[src/rtl/ffsa_pkg.sv]
// Shared types and constants of the first-fit segment allocator.
// Used by every module in this folder; depends on nothing else.
package ffsa_pkg;

   localparam int ADDR_BITS    = 20;
   localparam int ADDR_W       = 20;
   localparam int SIZE_W       = 21;
   localparam int NEED_W       = 22;
   localparam int SUM_W        = 23;
   localparam int HEADER_BYTES = 32;
   localparam int ALIGN_BYTES  = 16;
   localparam int CSR_ADDR_W   = 3;
   localparam int CSR_DATA_W   = 32;

   localparam logic [NEED_W-1:0] ALIGN_LOW = NEED_W'(ALIGN_BYTES - 1);
   localparam logic [SIZE_W-1:0] POOL_CAP = SIZE_W'(64'd1 << ADDR_BITS);
   localparam logic [SIZE_W-1:0] LIMIT_RESET = SIZE_W'(1048576);

   localparam logic REG_POOL_LIMIT = 1'b0;

   localparam logic [1:0] OP_ALLOC   = 2'd0;
   localparam logic [1:0] OP_FREE    = 2'd1;
   localparam logic [1:0] OP_REALLOC = 2'd2;

   localparam logic [1:0] ST_OK       = 2'd0;
   localparam logic [1:0] ST_NOMEM    = 2'd1;
   localparam logic [1:0] ST_NOTFOUND = 2'd2;

   localparam logic [1:0] KIND_NONE    = 2'd0;
   localparam logic [1:0] KIND_ALLOC   = 2'd1;
   localparam logic [1:0] KIND_FREE    = 2'd2;
   localparam logic [1:0] KIND_REALLOC = 2'd3;

   typedef struct packed {
      logic [ADDR_W-1:0] offset;
      logic [SIZE_W-1:0] size;
      logic              free;
   } seg_type;

   typedef struct packed {
      logic pop;
      logic load;
   } cell_ctl_type;

   typedef struct packed {
      logic [1:0]        op;
      logic [SIZE_W-1:0] request_bytes;
      logic [ADDR_W-1:0] user_addr;
   } req_type;

   typedef struct packed {
      logic [ADDR_W-1:0] result_addr;
      logic [1:0]        status;
      logic              moved;
      logic [SIZE_W-1:0] copy_bytes;
   } rsp_type;

endpackage

[src/rtl/ffsa_csr.sv]
// Configuration register file of the allocator: the pool limit register.
// APB-style write and read access; uses ffsa_pkg.
module ffsa_csr (
   input  logic                            clock,
   input  logic                            reset,
   input  logic                            psel,
   input  logic                            penable,
   input  logic                            pwrite,
   input  logic [ffsa_pkg::CSR_ADDR_W-1:0] paddr,
   input  logic [ffsa_pkg::CSR_DATA_W-1:0] pwdata,
   output logic [ffsa_pkg::CSR_DATA_W-1:0] prdata,
   output logic [ffsa_pkg::SIZE_W-1:0]     pool_limit
);
   import ffsa_pkg::*;

   logic [SIZE_W-1:0] limit_ff;
   logic [SIZE_W-1:0] limit_in;
   logic              reg_index;

   assign reg_index = paddr[CSR_ADDR_W-1];

   always_comb begin
      limit_in = limit_ff;
      if (psel && penable && pwrite && (reg_index == REG_POOL_LIMIT)) begin
         limit_in = pwdata[SIZE_W-1:0];
      end
   end

   always_ff @(posedge clock) begin
      if (reset) begin
         limit_ff <= LIMIT_RESET;
      end else begin
         limit_ff <= limit_in;
      end
   end

   assign prdata = (reg_index == REG_POOL_LIMIT) ?
                   {{(CSR_DATA_W - SIZE_W){1'b0}}, limit_ff} : '0;
   assign pool_limit = limit_ff;

endmodule
[config.mk]
export PLATFORM = sky130hd
export DESIGN_NAME = ffsa_csr
export DESIGN_NICKNAME = d
export VERILOG_FILES = /design/src/rtl/ffsa_pkg.sv /design/src/rtl/ffsa_csr.sv
export SDC_FILE = /design/constraint.sdc
export NUM_CORES = 1
export LEC_CHECK = 0
export BUFFER_PORTS_ARGS = -buffer_cell sky130_fd_sc_hd__buf_2
export CAP_MARGIN = 20
export CORE_ASPECT_RATIO = 0.5
export CORE_MARGIN = 1.5
export CORE_UTILIZATION = 35
export DETAILED_ROUTE_END_ITERATION = 7
export MAX_ROUTING_LAYER = met4
export PLACE_DENSITY = 0.71
export SETUP_SLACK_MARGIN = 0.15
export SLEW_MARGIN = 20
export SYNTH_ARGS = -nofsm -noshare
export SYNTH_HDL_FRONTEND = slang
export SYNTH_SLANG_ARGS = --single-unit
[constraint.sdc]
create_clock -name clock -period 0.8 [get_ports clock]
set_input_delay 0.08 -clock clock [delete_from_list [all_inputs] [get_ports clock]]
set_output_delay 0.08 -clock clock [all_outputs]
set_load 0.005 [all_outputs]
==> reports/qor.yml <==
worst_setup_path:
  cpPeakStageDelay_ns: 0.32
  end_kind: "output port"
  critical_path.cell_chain: "and2b_2 -> buf_2"
  critPathLaunch: "pool_limit[18]"
  crit_slowest_cell: "dfxtp_2"
  cp_max_fo: 2
  critPathRequiredTime_ns: 0.72
  path_class: "register to output port"
  worstPathArrival_ns: 0.87
  r2r_start: "pool_limit[6]"
  critical_path.startpoint_type: "register"
timing:
  rsz0062_at_grt: "yes"
  slew_viol_final: 0
  hold_violations: 0
  finalCritPeriodShare: 1.19
  period_minus_slack_ns: 0.953
  clock_skew_ns: 0
  max_freq_mhz: 1050
  setup_tns_ns: -3.04
  fin_ws_ns: -0.153
  setup_viol: 29
cts:
  clk_latency_ns: 0.26
  clockBufferDepth: 2
  cts_tree: "yes"
  cts.reportedPaths.clkPinSlew_ns: 0.08
  root_buffer: "clkbuf_8"
  cts_sinks: 21
  numCtsBuffers: 3
  cts_max_level: 1
logic_synthesis:
  yosysWarnings: 0
  syn_area_per_cell_um2: 9.39
  syn_inst: 127
  netlist_area_um2: 1190
  synth_cell_types: 12
  synth_seq_cells: 21
  seq_area_frac_synth: 0.353
floorplan:
  die_h_um: 44.3
  num_rows: 14
  start_util: 0.382
  die_w_um: 85.5
  die_area_um2: 3790
  ios: 93
  coreArea_um2: 3120
global_routing:
  grt_pass1_wl_mm: 3.69
  grt_max_degree: 43
  grt_util_all_layers: 0.130
  grt_antenna_before_repair: 0
  gr-total-overflow: 0
  grt_pass1_vias: 838
placed_design:
  place_hpwl_mm: 1.81
  place_congestion: 0.652
  dpl_cell_area_um2: 1490
  io_buffers: 68
worst_hold_path:
  min_from: "pwdata[18]"
  hp-class: "input pin to register"
routing:
  antenna_left: 0
  first_iter_violations: 45
  wl_per_cell_um: 11.2
  totalWireLength_mm: 2.74
  vias: 1047
  drc: 2
  drt_pass1_iterations: 6
  avgViaCountPerCell: 4.27
cells_and_area:
  register_area_um2: 447
  final_common_cell: "buf_2"
  largest_reg_flops: 21
  utilization: 0.589
  drive_above_1_share: 0.590
  layout_common_cells: "60 x buf_2, 37 x nand2b_1, 21 x mux2i_1, 21 x dfxtp_2, 20 x buf_6"
  syn_to_final_growth_pct: 53.9
  num-fill-cells: 290
  multi_input_area_um2: 729
  fin_area_um2: 1840
  nets: 246
  diodes: 0
run_status:
  violations: "DRC, setup timing"
  outcome: "complete, but fails checks"
power:
  p_total_mw: 2.12
  p_per_area_nw_per_um2: 1160
  vdd_ir_drop_max_v: 0.000713
  leakage_nw: 0.876
job:
  timing.max_cap.violations: 0
-- logic make-up after synthesis --
group	after synthesis	share of synthesized area
simple gates	64	0.337
mux	21	0.176
buf+inv	20	0.131
flops	21	0.353
other cells	1	0.00314
-- layout make-up --
cell class / count / area share
Sequential cell: 21 / 0.243
Clock buffer: 3 / 0.0225
Timing Repair Buffer: 84 / 0.307
Multi-Input combinational cell: 96 / 0.397
Tap cell: 40 / 0.0273
Clock inverter: 1 / 0.00273
-- per-layer routing --
metal | up-vias | track usage | part of all wire
li1 | 531 | - | -
met1 | 476 | 0.145 | 0.42
met2 | 40 | 0.225 | 0.52
met3 | 0 | 0.0354 | 0.058
met4 | 0 | 0.0581 | 0
met5 | - | - | 0
-- timing repair --
item | 4_1_cts | 5_1_grt
gates resized for setup | 31 | 30
setup buffers | 4 | 8
endpoints found under the hold margin | 0 | 0
hold buffers | 0 | 0
endpoints found under the setup margin | 63 | 61
-- path summary, 6_finish.rpt --
path,to,slack [ns],depth (start not counted)
worst max-delay path,prdata[18],-0.15,2
worst min-delay path,pool_limit[18],0.07,3
worst max register to register,pool_limit[6],0.03,4
worst min register to register,pool_limit[2],0.48,2
-- power by group --
part	switching, mW	internal, mW
clock network	0.347	0.347
registers	0.0172	1.07
logic	0.143	0.196
total	0.507	1.61
-- worst max-delay path: cells and delay by family (launching register included) --
family	cells	cell delay, ns
DFF	1	0.32
and+or+nand+nor	1	0.17
buffers and inverters	1	0.12
-- Yosys cell counts (all sizes together) --
master   n  share of area
nor2b   20           0.10
nor2     2         0.0063
conb     1         0.0031
clkbuf   6          0.019
nand2b  40           0.21
buf     14           0.11
and4b    1         0.0084
mux2i   21           0.18
dfxtp   21           0.35
and2b    1         0.0073
-- through the flow --
step | cells | setup WS, ns | hold WS (ns)
6_report | 245 | -0.153 | 0.0661
5_1_grt | 245 | -0.196 | 0.0649
4_1_cts | 237 | -0.165 | 0.0593
3_5_place_dp | 229 | -0.177 | 0.350
3_3_place_gp | 229 | -0.123 | 0.339
2_1_floorplan | 137 | 0.00834 | 0.235
No activity file was read; power rests on OpenSTA's default activity.
