### config.mk
export PLATFORM = sky130hd
export DESIGN_NAME = ffsa_cell
export DESIGN_NICKNAME = d
export VERILOG_FILES = /design/src/rtl/ffsa_pkg.sv /design/src/rtl/ffsa_cell.sv
export SDC_FILE = /design/constraint.sdc
export NUM_CORES = 1
export LEC_CHECK = 0
export BUFFER_PORTS_ARGS = -buffer_cell sky130_fd_sc_hd__buf_4
export CAP_MARGIN = 15
export CORE_MARGIN = 3
export CORE_UTILIZATION = 42
export CTS_BUF_LIST = sky130_fd_sc_hd__clkbuf_16
export DETAILED_ROUTE_END_ITERATION = 6
export GPL_TIMING_DRIVEN = 0
export PLACE_DENSITY = 0.8
export SETUP_SLACK_MARGIN = 0.1
export SLEW_MARGIN = 0
export SYNTH_ARGS = -nofsm -noshare
export SYNTH_HDL_FRONTEND = slang
export SYNTH_SLANG_ARGS = --single-unit
### constraint.sdc
create_clock -name clock -period 1.2 [get_ports clock]
set_input_delay 0.12 -clock clock [delete_from_list [all_inputs] [get_ports clock]]
set_output_delay 0.12 -clock clock [all_outputs]
set_load 0.02 [all_outputs]
### src/rtl/ffsa_pkg.sv
// Shared types and constants of the first-fit segment allocator.
// Used by every module in this folder; depends on nothing else.
package ffsa_pkg;

   localparam int ADDR_BITS    = 20;
   localparam int ADDR_W       = 20;
   localparam int SIZE_W       = 21;
   localparam int NEED_W       = 22;
   localparam int SUM_W        = 23;
   localparam int HEADER_BYTES = 32;
   localparam int ALIGN_BYTES  = 16;
   localparam int CSR_ADDR_W   = 3;
   localparam int CSR_DATA_W   = 32;

   localparam logic [NEED_W-1:0] ALIGN_LOW = NEED_W'(ALIGN_BYTES - 1);
   localparam logic [SIZE_W-1:0] POOL_CAP = SIZE_W'(64'd1 << ADDR_BITS);
   localparam logic [SIZE_W-1:0] LIMIT_RESET = SIZE_W'(1048576);

   localparam logic REG_POOL_LIMIT = 1'b0;

   localparam logic [1:0] OP_ALLOC   = 2'd0;
   localparam logic [1:0] OP_FREE    = 2'd1;
   localparam logic [1:0] OP_REALLOC = 2'd2;

   localparam logic [1:0] ST_OK       = 2'd0;
   localparam logic [1:0] ST_NOMEM    = 2'd1;
   localparam logic [1:0] ST_NOTFOUND = 2'd2;

   localparam logic [1:0] KIND_NONE    = 2'd0;
   localparam logic [1:0] KIND_ALLOC   = 2'd1;
   localparam logic [1:0] KIND_FREE    = 2'd2;
   localparam logic [1:0] KIND_REALLOC = 2'd3;

   typedef struct packed {
      logic [ADDR_W-1:0] offset;
      logic [SIZE_W-1:0] size;
      logic              free;
   } seg_type;

   typedef struct packed {
      logic pop;
      logic load;
   } cell_ctl_type;

   typedef struct packed {
      logic [1:0]        op;
      logic [SIZE_W-1:0] request_bytes;
      logic [ADDR_W-1:0] user_addr;
   } req_type;

   typedef struct packed {
      logic [ADDR_W-1:0] result_addr;
      logic [1:0]        status;
      logic              moved;
      logic [SIZE_W-1:0] copy_bytes;
   } rsp_type;

endpackage

### src/rtl/ffsa_cell.sv
// One cell of the segment queue: holds one segment descriptor.
// Takes its right neighbour's entry on a pop and the tail entry on a load; uses ffsa_pkg.
module ffsa_cell (
   input  logic                  clock,
   input  ffsa_pkg::cell_ctl_type ctl,
   input  ffsa_pkg::seg_type     right_seg,
   input  ffsa_pkg::seg_type     push_seg,
   output ffsa_pkg::seg_type     seg
);
   import ffsa_pkg::*;

   seg_type seg_ff;
   seg_type seg_in;

   always_comb begin
      seg_in = seg_ff;
      priority if (ctl.pop) begin
         seg_in = ctl.load ? push_seg : right_seg;
      end else if (ctl.load) begin
         seg_in = push_seg;
      end
   end

   always_ff @(posedge clock) begin
      seg_ff <= seg_in;
   end

   assign seg = seg_ff;

endmodule

==> impl_metrics.env <==
export IMPL_status="finished clean"
export IMPL_drc=0
export IMPL_crit_path_max_fanout=1
export IMPL_cp_num_buf_inv=1
export IMPL_antenna_left=0
export IMPL_yosys_area_top_type="edfxtp_1"
export IMPL_io_buffers=128
export IMPL_internal_power_mw=3.11
export IMPL_p_seq_frac=0.457
export IMPL_area_growth_pct=58.4
export IMPL_postCtsHoldBufs=0
export IMPL_cp_top_family="flip-flops"
export IMPL_synth_top_area_share=0.632
export IMPL_cp_slowest_cell="edfxtp_1"
export IMPL_die_x_um=74.9
export IMPL_crit_cells=1
export IMPL_synth_avg_cell_area_um2=21.9
export IMPL_gp_congestion=0.680
export IMPL_vdd_ir_drop_worst_mv=0.735
export IMPL_fin_ws_ns=0.260
export IMPL_ys_seq_area_frac=0.632
export IMPL_setup_viol=0
export IMPL_min_period_ns=0.940
export IMPL_p_switching_mw=0.925
export IMPL_leakagePower_nw=1.54
export IMPL_cts_clk_slew_worst_paths_ns=0.06
export IMPL_wl_per_cell_um=15.3
export IMPL_first_pass_iters=4
export IMPL_vias=1295
export IMPL_power_density_nw_per_um2=1280
export IMPL_arrival_ns=0.82
export IMPL_grt_ovfl_total=0
export IMPL_hp_class="in2reg"
export IMPL_finalMaxSlewViolations=0
export IMPL_hold_viol_final=0
export IMPL_synth_flop_cell="edfxtp_1"
export IMPL_drt_first_iter_violations=43
export IMPL_drive_gt1_frac=0.806
export IMPL_tns_ns=0
export IMPL_max_slew_worst_pin_slew_ns=0.562
export IMPL_synth_edf_count=42
export IMPL_numCtsBuffers=5
export IMPL_syn_nets=178
export IMPL_initial_utilization=0.446
export IMPL_synth_cell_types=7
export IMPL_whs_path_depth=2
export IMPL_pin_count=129
export IMPL_cts_sinks=42
export IMPL_cap_violations=0
export IMPL_antenna_found_initial=0
export IMPL_slew_headroom=0.626
export IMPL_nets=313
export IMPL_yosys_warnings=0
export IMPL_rows=24
export IMPL_clock_power_share=0.304
export IMPL_fillers=313
export IMPL_die_y_um=74.9
export IMPL_grt_pass1_wl_um=6150
export IMPL_h_tree_depth=2
export IMPL_die_area_um2=5610
export IMPL_largest_register_ff_count=42
export IMPL_place_area_um2=3020
export IMPL_synth_cells=91
export IMPL_start_kind="register"
export IMPL_fin_crit_sh=0.783
export IMPL_ys_ff_latch=42
export IMPL_grt_pass1_vias=1331
export IMPL_gr_usage_all_layers=0.149
export IMPL_cts_root_buf="clkbuf_16"
export IMPL_max_freq_ghz=1.06
export IMPL_swShare=0.229
export IMPL_tritoncts="yes"
export IMPL_synth_most_common_cell="edfxtp_1"
export IMPL_wl_um=4270
export IMPL_core_um2=4470
export IMPL_max_stage_delay_ns=0.37
export IMPL_yosys_top_cells_count="edfxtp_1, mux2_4, buf_12, mux2_2"
export IMPL_rsz0062_at_grt="false"
export IMPL_synth_area_leaders="edfxtp_1, mux2_4, buf_12"
export IMPL_antennaDiodeCount=0
export IMPL_critPathKind="reg2out"
export IMPL_pwr_share_comb=0.239
export IMPL_grt_max_degree=43
export IMPL_place_ws_ns=-0.196
export IMPL_worstPathCellList="buf_4"
export IMPL_final_cell_area_um2=3160
export IMPL_clock_path_buffers=2
export IMPL_syn_cell_area_um2=2000
export IMPL_holdWs_ns=0.140
export IMPL_via_per_inst=4.64
export IMPL_cp_end_kind="primary output"
export IMPL_ys_async_sr_fraction=0
export IMPL_crit_required_ns=1.08
[power by group through the flow]
stage	clock (mW)	sequential [mW]	combinational, mW
2_1_floorplan	0	2.09	0.266
3_3_place_gp	0	1.87	0.961
3_5_place_dp	0	1.88	0.973
4_1_cts	1.27	1.85	0.976
5_1_grt	1.32	1.86	1.02
6_report	1.23	1.85	0.963
[layout by cell type, fill, tap and decap left out]
cell / n
mux2_4: 40
or2_4: 1
clkinv_2: 1
buf_12: 4
inv_1: 1
edfxtp_1: 42
buf_4: 128
nand2b_4: 1
clkbuf_16: 5
mux2_2: 2
buf_6: 1
clkinv_1: 1
[final timing paths]
check                         from       to
worst max-delay path       seg[32]  seg[32]
worst min-delay path  push_seg[35]  seg[35]
[stage by stage]
stage,total power [mW],instances,utilization
after floorplan,2.36,91,-
after global placement,2.83,271,0.675
after detailed placement,2.85,271,0.675
after CTS,4.09,279,0.707
after global routing,4.20,279,0.707
final,4.04,279,0.707
[area by class of cell]
cell class | count | area, µm² | area share
Tap cell | 52 | 65.1 | 0.0206
Multi-Input combinational cell | 44 | 646 | 0.204
Clock inverter | 3 | 12.5 | 0.00396
Buffer | 5 | 91.3 | 0.0289
Sequential cell | 42 | 1260 | 0.399
Timing Repair Buffer | 128 | 961 | 0.304
Clock buffer | 5 | 125 | 0.0396
[cells by family (layout without fill, tap and decap cells)]
logic type / count (synthesis) / after routing / synth area share
mux: 42 / 42 / 0.312
flops: 42 / 42 / 0.632
buf+inv: 5 / 141 / 0.0458
simple gates: 2 / 2 / 0.0100
[metal layers]
| layer | vias up | wire (µm) | track usage |
|---|---|---|---|
| met5 | - | 0 | 0 |
| met4 | 0 | 15 | 0.0415 |
| met3 | 2 | 642 | 0.0774 |
| met2 | 90 | 2130 | 0.252 |
| met1 | 576 | 1480 | 0.164 |
| li1 | 627 | - | - |
[timing repair]
action,4_1_cts,5_1_grt
buffers inserted,0,0
setup endpoints to repair,21,0
gates resized for setup,1,0
Note: power is estimated with default switching activity, not from simulation.
